==> config.mk <==
export PLATFORM = sky130hd
export DESIGN_NAME = single_wire_humidity_sensor_reader
export DESIGN_NICKNAME = d
export VERILOG_FILES = /design/src/design/swhsr_pkg.sv /design/src/design/swhsr_cfg.sv /design/src/design/swhsr_core.sv /design/src/design/swhsr_outq.sv /design/src/design/single_wire_humidity_sensor_reader.sv
export SDC_FILE = /design/constraint.sdc
export NUM_CORES = 1
export LEC_CHECK = 0
export BUFFER_PORTS_ARGS = -buffer_cell sky130_fd_sc_hd__buf_2
export CAP_MARGIN = 20
export CELL_PAD_IN_SITES_DETAIL_PLACEMENT = 0
export CELL_PAD_IN_SITES_GLOBAL_PLACEMENT = 1
export CORE_MARGIN = 2
export CORE_UTILIZATION = 25
export DETAILED_ROUTE_END_ITERATION = 8
export GPL_TIMING_DRIVEN = 0
export PLACE_DENSITY_LB_ADDON = 0.05
export REMOVE_ABC_BUFFERS = 1
export SYNTH_ARGS = -nofsm -noshare
export SYNTH_HDL_FRONTEND = slang
export SYNTH_SLANG_ARGS = --single-unit
==> constraint.sdc <==
create_clock -name clk -period 5.2 [get_ports clk]
set_clock_uncertainty 0.05 [all_clocks]
set_input_delay 1.04 -clock clk [delete_from_list [all_inputs] [get_ports clk]]
set_output_delay 1.04 -clock clk [all_outputs]
set_load 0.02 [all_outputs]
==> src/design/swhsr_pkg.sv <==
// Shared types and constants for the single-wire humidity sensor reader.
package swhsr_pkg;

    localparam int FRAME_BITS = 40;
    localparam int COUNT_W    = 16;
    localparam int TIMEOUT_W  = 12;
    localparam int INDEX_W    = $clog2(FRAME_BITS + 1);
    localparam int CFG_IDX_W  = 3;
    localparam int CFG_DATA_W = 16;

    localparam logic [COUNT_W-1:0] COUNT_MAX = {COUNT_W{1'b1}};

    // Frame layout, MSB first: humidity, temperature, check byte
    localparam int HUM_LSB   = 24;
    localparam int TEMP_LSB  = 8;
    localparam int CHECK_LSB = 0;

    // Register indexes
    localparam logic [CFG_IDX_W-1:0] REG_START_LOW     = 3'd0;
    localparam logic [CFG_IDX_W-1:0] REG_RESP_LOW_TO   = 3'd1;
    localparam logic [CFG_IDX_W-1:0] REG_PHASE_TO      = 3'd2;
    localparam logic [CFG_IDX_W-1:0] REG_BIT_LOW_TO    = 3'd3;
    localparam logic [CFG_IDX_W-1:0] REG_ONE_THRESHOLD = 3'd4;
    localparam logic [CFG_IDX_W-1:0] REG_BIT_HIGH_TO   = 3'd5;

    // Register reset values
    localparam logic [COUNT_W-1:0]   RST_START_LOW     = 16'd2000;
    localparam logic [TIMEOUT_W-1:0] RST_RESP_LOW_TO   = 12'd200;
    localparam logic [TIMEOUT_W-1:0] RST_PHASE_TO      = 12'd100;
    localparam logic [TIMEOUT_W-1:0] RST_BIT_LOW_TO    = 12'd70;
    localparam logic [TIMEOUT_W-1:0] RST_ONE_THRESHOLD = 12'd40;
    localparam logic [TIMEOUT_W-1:0] RST_BIT_HIGH_TO   = 12'd80;

    // Operation codes
    localparam logic OP_TICK  = 1'b0;
    localparam logic OP_START = 1'b1;

    // Status codes
    localparam logic [1:0] ST_OK      = 2'd0;
    localparam logic [1:0] ST_BUSY    = 2'd1;
    localparam logic [1:0] ST_TIMEOUT = 2'd2;

    typedef enum logic [2:0] {
        PH_IDLE,
        PH_START,
        PH_RESP_LOW,
        PH_RESP_HIGH,
        PH_RESP_END,
        PH_BIT_LOW,
        PH_BIT_HIGH
    } phase_t;

    typedef struct packed {
        logic [COUNT_W-1:0]   start_low_ticks;
        logic [TIMEOUT_W-1:0] response_low_timeout;
        logic [TIMEOUT_W-1:0] phase_timeout;
        logic [TIMEOUT_W-1:0] bit_low_timeout;
        logic [TIMEOUT_W-1:0] one_threshold;
        logic [TIMEOUT_W-1:0] bit_high_timeout;
    } cfg_t;

    typedef struct packed {
        logic               drive_low;
        logic               done_res;
        logic [1:0]         status;
        logic [15:0]        humidity;
        logic signed [15:0] temperature;
        logic [7:0]         check_byte;
    } res_t;

endpackage

==> src/design/swhsr_cfg.sv <==
// Configuration register bank of the sensor reader.
module swhsr_cfg
    import swhsr_pkg::*;
(
    input  logic                  clk,
    input  logic                  rst_n,
    input  logic                  cfg_we,
    input  logic [CFG_IDX_W-1:0]  cfg_index,
    input  logic [CFG_DATA_W-1:0] cfg_data,
    output cfg_t                  cfg
);

    cfg_t cfg_reg;
    cfg_t cfg_next;

    always_comb
    begin
        cfg_next = cfg_reg;
        if (cfg_we)
        begin
            case (cfg_index)
                REG_START_LOW:     cfg_next.start_low_ticks      = cfg_data;
                REG_RESP_LOW_TO:   cfg_next.response_low_timeout = cfg_data[TIMEOUT_W-1:0];
                REG_PHASE_TO:      cfg_next.phase_timeout        = cfg_data[TIMEOUT_W-1:0];
                REG_BIT_LOW_TO:    cfg_next.bit_low_timeout      = cfg_data[TIMEOUT_W-1:0];
                REG_ONE_THRESHOLD: cfg_next.one_threshold        = cfg_data[TIMEOUT_W-1:0];
                REG_BIT_HIGH_TO:   cfg_next.bit_high_timeout     = cfg_data[TIMEOUT_W-1:0];
                default:           cfg_next = cfg_reg;
            endcase
        end
    end

    always_ff @(posedge clk or negedge rst_n)
    begin
        if (!rst_n)
        begin
            cfg_reg.start_low_ticks      <= RST_START_LOW;
            cfg_reg.response_low_timeout <= RST_RESP_LOW_TO;
            cfg_reg.phase_timeout        <= RST_PHASE_TO;
            cfg_reg.bit_low_timeout      <= RST_BIT_LOW_TO;
            cfg_reg.one_threshold        <= RST_ONE_THRESHOLD;
            cfg_reg.bit_high_timeout     <= RST_BIT_HIGH_TO;
        end
        else
        begin
            cfg_reg <= cfg_next;
        end
    end

    assign cfg = cfg_reg;

endmodule

==> src/design/swhsr_core.sv <==
// Exchange sequencer: phase machine, tick counter, bit shifter and result build.
module swhsr_core
    import swhsr_pkg::*;
(
    input  logic clk,
    input  logic rst_n,
    input  logic accept,
    input  logic operation,
    input  logic line_level,
    input  cfg_t cfg,
    output res_t res
);

    phase_t                phase_reg, phase_next;
    logic [COUNT_W-1:0]    count_reg, count_next;
    logic [INDEX_W-1:0]    index_reg, index_next;
    logic [FRAME_BITS-1:0] shift_reg, shift_next;
    logic                  drive_reg, drive_next;

    logic                  fin;
    logic [1:0]            fin_status;

    logic [COUNT_W-1:0]    cnt_inc;
    logic                  start_end;
    logic                  resp_low_to;
    logic                  phase_to;
    logic                  bit_low_to;
    logic                  bit_high_to;
    logic                  bit_val;
    logic                  last_bit;
    logic [15:0]           temp_word;
    logic [15:0]           temp_mag;

    // Saturating tick count
    assign cnt_inc     = (count_reg == COUNT_MAX) ? count_reg : count_reg + 1'b1;
    assign start_end   = (cnt_inc >= cfg.start_low_ticks) || (cnt_inc == COUNT_MAX);
    assign resp_low_to = cnt_inc > COUNT_W'(cfg.response_low_timeout);
    assign phase_to    = cnt_inc > COUNT_W'(cfg.phase_timeout);
    assign bit_low_to  = cnt_inc > COUNT_W'(cfg.bit_low_timeout);
    assign bit_high_to = cnt_inc > COUNT_W'(cfg.bit_high_timeout);
    assign bit_val     = count_reg > COUNT_W'(cfg.one_threshold);
    assign last_bit    = index_reg == INDEX_W'(FRAME_BITS - 1);

    // Next phase and end of reading
    always_comb
    begin
        phase_next = phase_reg;
        fin        = 1'b0;
        fin_status = ST_OK;
        if (accept)
        begin
            if (operation == OP_START)
            begin
                if (phase_reg == PH_IDLE)
                begin
                    if (!line_level)
                    begin
                        fin        = 1'b1;
                        fin_status = ST_BUSY;
                    end
                    else
                    begin
                        phase_next = PH_START;
                    end
                end
            end
            else
            begin
                case (phase_reg)
                    PH_IDLE:
                    begin
                        phase_next = PH_IDLE;
                    end
                    PH_START:
                    begin
                        if (start_end)
                            phase_next = PH_RESP_LOW;
                    end
                    PH_RESP_LOW:
                    begin
                        if (!line_level)
                            phase_next = PH_RESP_HIGH;
                        else if (resp_low_to)
                        begin
                            fin        = 1'b1;
                            fin_status = ST_TIMEOUT;
                        end
                    end
                    PH_RESP_HIGH:
                    begin
                        if (line_level)
                            phase_next = PH_RESP_END;
                        else if (phase_to)
                        begin
                            fin        = 1'b1;
                            fin_status = ST_TIMEOUT;
                        end
                    end
                    PH_RESP_END:
                    begin
                        if (!line_level)
                            phase_next = PH_BIT_LOW;
                        else if (phase_to)
                        begin
                            fin        = 1'b1;
                            fin_status = ST_TIMEOUT;
                        end
                    end
                    PH_BIT_LOW:
                    begin
                        if (line_level)
                            phase_next = PH_BIT_HIGH;
                        else if (bit_low_to)
                        begin
                            fin        = 1'b1;
                            fin_status = ST_TIMEOUT;
                        end
                    end
                    PH_BIT_HIGH:
                    begin
                        if (line_level)
                        begin
                            if (bit_high_to)
                            begin
                                fin        = 1'b1;
                                fin_status = ST_TIMEOUT;
                            end
                        end
                        else if (last_bit)
                        begin
                            fin        = 1'b1;
                            fin_status = ST_OK;
                        end
                        else
                        begin
                            phase_next = PH_BIT_LOW;
                        end
                    end
                    default:
                    begin
                        phase_next = PH_IDLE;
                    end
                endcase
            end
            if (fin)
                phase_next = PH_IDLE;
        end
    end

    // Datapath and result word
    always_comb
    begin
        count_next = count_reg;
        index_next = index_reg;
        shift_next = shift_reg;
        drive_next = drive_reg;
        if (accept)
        begin
            if (operation == OP_START)
            begin
                if (phase_reg == PH_IDLE && line_level)
                begin
                    shift_next = '0;
                    index_next = '0;
                    drive_next = 1'b1;
                    count_next = '0;
                end
            end
            else
            begin
                case (phase_reg)
                    PH_START:
                    begin
                        count_next = start_end ? '0 : cnt_inc;
                        if (start_end)
                            drive_next = 1'b0;
                    end
                    PH_RESP_LOW, PH_RESP_END:
                    begin
                        count_next = line_level ? cnt_inc : '0;
                    end
                    PH_RESP_HIGH:
                    begin
                        count_next = line_level ? '0 : cnt_inc;
                    end
                    PH_BIT_LOW:
                    begin
                        count_next = line_level ? COUNT_W'(1) : cnt_inc;
                    end
                    PH_BIT_HIGH:
                    begin
                        if (line_level)
                            count_next = cnt_inc;
                        else
                        begin
                            shift_next = {shift_reg[FRAME_BITS-2:0], bit_val};
                            index_next = index_reg + 1'b1;
                            count_next = '0;
                        end
                    end
                    default:
                    begin
                        count_next = count_reg;
                    end
                endcase
            end
            if (fin)
            begin
                count_next = '0;
                index_next = '0;
                drive_next = 1'b0;
            end
        end

        temp_word = shift_next[TEMP_LSB +: 16];
        temp_mag  = {1'b0, temp_word[14:0]};

        res.drive_low   = drive_next;
        res.done_res    = fin;
        res.status      = fin ? fin_status : ST_OK;
        res.humidity    = '0;
        res.temperature = '0;
        res.check_byte  = '0;
        if (fin && fin_status == ST_OK)
        begin
            res.humidity    = shift_next[HUM_LSB +: 16];
            // Sign-magnitude to two's complement; negative zero comes out as zero
            res.temperature = temp_word[15] ? $signed(-temp_mag) : $signed(temp_mag);
            res.check_byte  = shift_next[CHECK_LSB +: 8];
        end
    end

    always_ff @(posedge clk or negedge rst_n)
    begin
        if (!rst_n)
        begin
            phase_reg <= PH_IDLE;
            count_reg <= '0;
            index_reg <= '0;
            shift_reg <= '0;
            drive_reg <= 1'b0;
        end
        else
        begin
            phase_reg <= phase_next;
            count_reg <= count_next;
            index_reg <= index_next;
            shift_reg <= shift_next;
            drive_reg <= drive_next;
        end
    end

endmodule

==> src/design/swhsr_outq.sv <==
// Two-entry result register with skid slot.
module swhsr_outq
    import swhsr_pkg::*;
(
    input  logic clk,
    input  logic rst_n,
    input  logic push,
    input  res_t push_word,
    output logic full,
    output logic out_valid,
    input  logic out_stall,
    output res_t head
);

    logic [1:0] cnt_reg, cnt_next;
    res_t       slot0_reg, slot0_next;
    res_t       slot1_reg, slot1_next;
    logic       pop;

    assign out_valid = cnt_reg != 2'd0;
    assign full      = cnt_reg == 2'd2;
    assign pop       = out_valid && !out_stall;
    assign head      = slot0_reg;

    always_comb
    begin
        cnt_next   = cnt_reg;
        slot0_next = slot0_reg;
        slot1_next = slot1_reg;
        case ({push, pop})
            2'b10:
            begin
                cnt_next = cnt_reg + 1'b1;
                if (cnt_reg == 2'd0)
                    slot0_next = push_word;
                else
                    slot1_next = push_word;
            end
            2'b01:
            begin
                cnt_next   = cnt_reg - 1'b1;
                slot0_next = slot1_reg;
            end
            2'b11:
            begin
                // Drain head and append in the same cycle
                if (cnt_reg == 2'd1)
                    slot0_next = push_word;
                else
                begin
                    slot0_next = slot1_reg;
                    slot1_next = push_word;
                end
            end
            default:
            begin
                cnt_next = cnt_reg;
            end
        endcase
    end

    always_ff @(posedge clk or negedge rst_n)
    begin
        if (!rst_n)
            cnt_reg <= 2'd0;
        else
            cnt_reg <= cnt_next;
    end

    always_ff @(posedge clk)
    begin
        slot0_reg <= slot0_next;
        slot1_reg <= slot1_next;
    end

endmodule

==> src/design/single_wire_humidity_sensor_reader.sv <==
// Top level of the single-wire humidity and temperature sensor reader.
//
// Input channel (in_valid / in_stall): one word per microsecond tick with the
// sampled line level, or a start request. Output channel (out_valid /
// out_stall): exactly one result word per input word, in order, carrying the
// open-drain drive level, done flag, status and the decoded reading.
// Configuration: cfg_we writes cfg_data into the register at cfg_index.
// A result is formed as its input word is taken and is registered in the
// output register before it is presented. Throughput: one word per cycle
// while in_stall is low; the sequencer updates its state in the same cycle it
// takes a word, and the result lands in a two-entry output register.
// When the receiver stalls, results pile up in the two entries; in_stall
// rises once both are held and falls as soon as one is taken.
// Reset: phase idle, line released, counters cleared, output empty and
// registers at their default values.
module single_wire_humidity_sensor_reader
    import swhsr_pkg::*;
(
    input  logic                  clk,
    input  logic                  rst_n,
    input  logic                  cfg_we,
    input  logic [CFG_IDX_W-1:0]  cfg_index,
    input  logic [CFG_DATA_W-1:0] cfg_data,
    input  logic                  in_valid,
    output logic                  in_stall,
    input  logic                  operation,
    input  logic                  line_level,
    output logic                  out_valid,
    input  logic                  out_stall,
    output logic                  drive_low,
    output logic                  done_res,
    output logic [1:0]            status,
    output logic [15:0]           humidity,
    output logic signed [15:0]    temperature,
    output logic [7:0]            check_byte
);

    cfg_t cfg;
    res_t res;
    res_t head;
    logic full;
    logic accept;

    assign in_stall = full;
    assign accept   = in_valid && !full;

    swhsr_cfg u_cfg (
        .clk       (clk),
        .rst_n     (rst_n),
        .cfg_we    (cfg_we),
        .cfg_index (cfg_index),
        .cfg_data  (cfg_data),
        .cfg       (cfg)
    );

    swhsr_core u_core (
        .clk        (clk),
        .rst_n      (rst_n),
        .accept     (accept),
        .operation  (operation),
        .line_level (line_level),
        .cfg        (cfg),
        .res        (res)
    );

    swhsr_outq u_outq (
        .clk       (clk),
        .rst_n     (rst_n),
        .push      (accept),
        .push_word (res),
        .full      (full),
        .out_valid (out_valid),
        .out_stall (out_stall),
        .head      (head)
    );

    assign drive_low   = head.drive_low;
    assign done_res    = head.done_res;
    assign status      = head.status;
    assign humidity    = head.humidity;
    assign temperature = head.temperature;
    assign check_byte  = head.check_byte;

endmodule
==> run metrics <==
Buffers on Ports=71; most numerous cell in the Yosys netlist=nand2_1; Hold Slack=0.440 ns; Crit path depth=17; Crit path buffers/inverters=2; Final Cycle Share=94.0%; Final Hold Viols=0; post-synthesis register bit count=232; vias in the first global route=9148; top_reg_cell synth=dfrtp_1; xor-xnor portion of the synthesized cell area=1.34%; Setup crit start kind=register; Die X=227 um; Yosys warning count=0; CP arrival=5.34 ns; wire length of the first global-routing pass=57200 um; dpl hpwl=25200 um; placed cell count=1930; hold depth=1; clk_lat worst skew=0.59 ns; Synth Instances=1238; Core Area=0.0491 mm2; Simple-Gate Fraction of Synth Area=14.2%; global router's overall resource usage=14.5%; Die Footprint=0.0516 mm2; final wirelength=36700 um; Root Driver=clkbuf_16; RSZ-0062 raised after global routing=false; Lkg Pwr=0.00665 uW; Pins Over Slew Limit=0; clk buf depth=3; drt first-iter violations=602; # clock sinks=232; Compound-Gate Fraction of Synth Area=16.4%; Worst VDD drop=0.000259 V; non-filler cells in the finished layout=2000; WL/cell=18.4 um; CP max-delay cell=o311ai_1; worst-path cell chain=ha_1, and3_2, nand4_1, and3_2, nand3_1, xnor2_4, ha_1, a21oi_1, o21ai_0, o311ai_1, a31o_1, a41oi_2, o21ai_4, inv_4, nor3_4, buf_12, a22o_1; Yosys top cell area share=25.1%; drc violations=0; Worst Max-Slew Pin Slew=1.17 ns; Slew HR=22.0%; Synth Cell Area=0.0124 mm2; drt pass-1 iters=5; slowest cell delay on critical path=0.58 ns; register area share after synthesis=50.4%; pin count of the biggest net entering global routing=91; CTS clk-pin slew, worst paths=0.06 ns; fmax=205 MHz; Mean Syn Cell Area=10.1 um2; family with the most delay on the worst path=compound AO/OA/AOI/OAI gates; CTS tree=yes; grt total ovfl=0; EDFF count, synth=88; R2R cell count=17; top post-synthesis cells by area=dfrtp_1 25%, edfxtp_1 21%, ha_1 8.5%; Initial Utilization=25.4%; vias per cell=4.62; Hold Startpoint=u_core.index_reg[5]; required time worst endpoint=5.66 ns; Worst Path Max Fanout=15; antenna fix cells=0; synth cell count leaders=140 x nand2_1, 127 x inv_1, 125 x dfrtp_1; hold endpoint=u_core.index_reg[5]; Cell variety after synth=88; Detail Route Antenna Nets=0; reg-to-reg critical path startpoint=u_core.count_reg[0]; # IOs=72; row count=81; status=complete, no violations; Area Overhead vs Synth=20.4%; worst reg2reg setup slack=0.31 ns; Max H-tree Level=1; Synth Area in Adders=8.55%; share of cells above drive strength 1=18.3%; Placer Congestion=0.716; combinational family with the most area after synthesis=compound AO/OA/AOI/OAI gates; antenna violations before repair=1; Crit. End Element=register; Pwr Density=435 mW/mm2; TritonCTS Buffers=30; min-delay worst type=reg -> reg; chip height=227 um; max reg flops=76; setup violators final=0; CTS Hold Bufs=0; max_cap viols=0; via count=9231; worst r2r dst=u_core.count_reg[8]; post-synthesis mux area share=2.88%; WS Path Type=reg -> reg; Synth area leader=dfrtp_1; async set-or-reset flop fraction in the synthesized netlist=62.1%; # nets final=1423; post-route minimum period=4.89 ns
## cell usage in the layout (no fill, tap or decap), types with 18 or more instances in the layout
cell       instances
dfrtp_1          124
nand3_1           24
ha_1              85
clkbuf_16         30
inv_1            127
a22o_1            18
a21oi_1           55
o21ai_0          107
dfstp_2           19
nand2_1          138
nor2_1            83
edfxtp_1          88
nand4_1           23
mux2_2            30
buf_2             70
a22oi_1           35
## worst max-delay path by stage
| stage | start | endpoint | slack [ns] |
|---|---|---|---|
| floorplan | in_valid | u_outq.head[0] | 0.16 |
| global placement | u_core.count_reg[0] | u_outq.head[8] | -2.84 |
| detailed placement | u_core.count_reg[0] | u_outq.head[10] | -1.82 |
| CTS | u_core.count_reg[0] | u_outq.head[10] | 0.01 |
| global route | u_core.count_reg[0] | u_core.count_reg[7] | 0.01 |
| finish | u_core.count_reg[0] | u_core.count_reg[8] | 0.31 |
## cell type report
type | instances | area (um2)
repair buffers | 102 | 756
clock inverters | 13 | 139
flip-flops and latches | 232 | 6270
fillers | 5194 | 34100
well taps | 664 | 831
clock buffers | 43 | 850
multi-input cells | 816 | 5640
inverters | 130 | 490
## report_power, final
| group | switching [uW] | internal, uW |
|---|---|---|
| Clock | 847 | 1230 |
| Sequential | 204 | 2420 |
| Combinational | 1190 | 619 |
## per-stage QoR
| stage | cell area (um2) | power, uW | TNS, ns | util, % | setup WS, ns |
|---|---|---|---|---|---|
| 2_1_floorplan | 12100 | 3740 | 0 | - | 0.155 |
| 3_3_place_gp | 13300 | 4420 | -420.30 | 27.2 | -2.84 |
| 3_5_place_dp | 13700 | 4470 | -129.90 | 27.9 | -1.82 |
| 4_1_cts | 14900 | 6640 | 0 | 30.3 | 0.0119 |
| 5_1_grt | 15000 | 6960 | 0 | 30.5 | 0.0116 |
| 6_report | 15000 | 6510 | 0 | 30.5 | 0.314 |
## kinds of logic (layout without fill, tap and decap cells)
| family | count (synthesis) | in the layout |
|---|---|---|
| compound gates | 317 | 317 |
| mux | 32 | 32 |
| fa+ha+maj | 85 | 85 |
| xor+xnor | 19 | 19 |
| flops | 232 | 232 |
| simple gates | 361 | 363 |
| buf+inv | 192 | 288 |
## routing by layer
| metal | share of wire, % | vias to the layer above | global-route usage, % |
|---|---|---|---|
| li1 | - | 4581 | - |
| met1 | 53 | 4499 | 22.2 |
| met2 | 43 | 108 | 21.6 |
| met3 | 3.1 | 41 | 1.85 |
| met4 | 1.6 | 2 | 3.20 |
| met5 | 0.044 | - | 0 |
## worst reg2reg max path, delay by kind of cell (launching register included)
kind / cells / cell delay, ns
and+or+nand+nor: 5 / 1.14
adders and majority gates: 2 / 0.64
xor gates and xnor gates: 1 / 0.36
DFF: 1 / 0.50
buffers and inverters: 2 / 0.33
AOI/OAI and AO/OA: 7 / 1.80
## repair_timing
| item | CTS | global route |
|---|---|---|
| buffers inserted | 4 | 6 |
| gates cloned | 1 | 1 |
| setup endpoints to repair | 112 | 97 |
| pin swaps | 5 | 6 |
| gates resized for setup | 18 | 14 |
No activity file was read; power rests on OpenSTA's default activity.
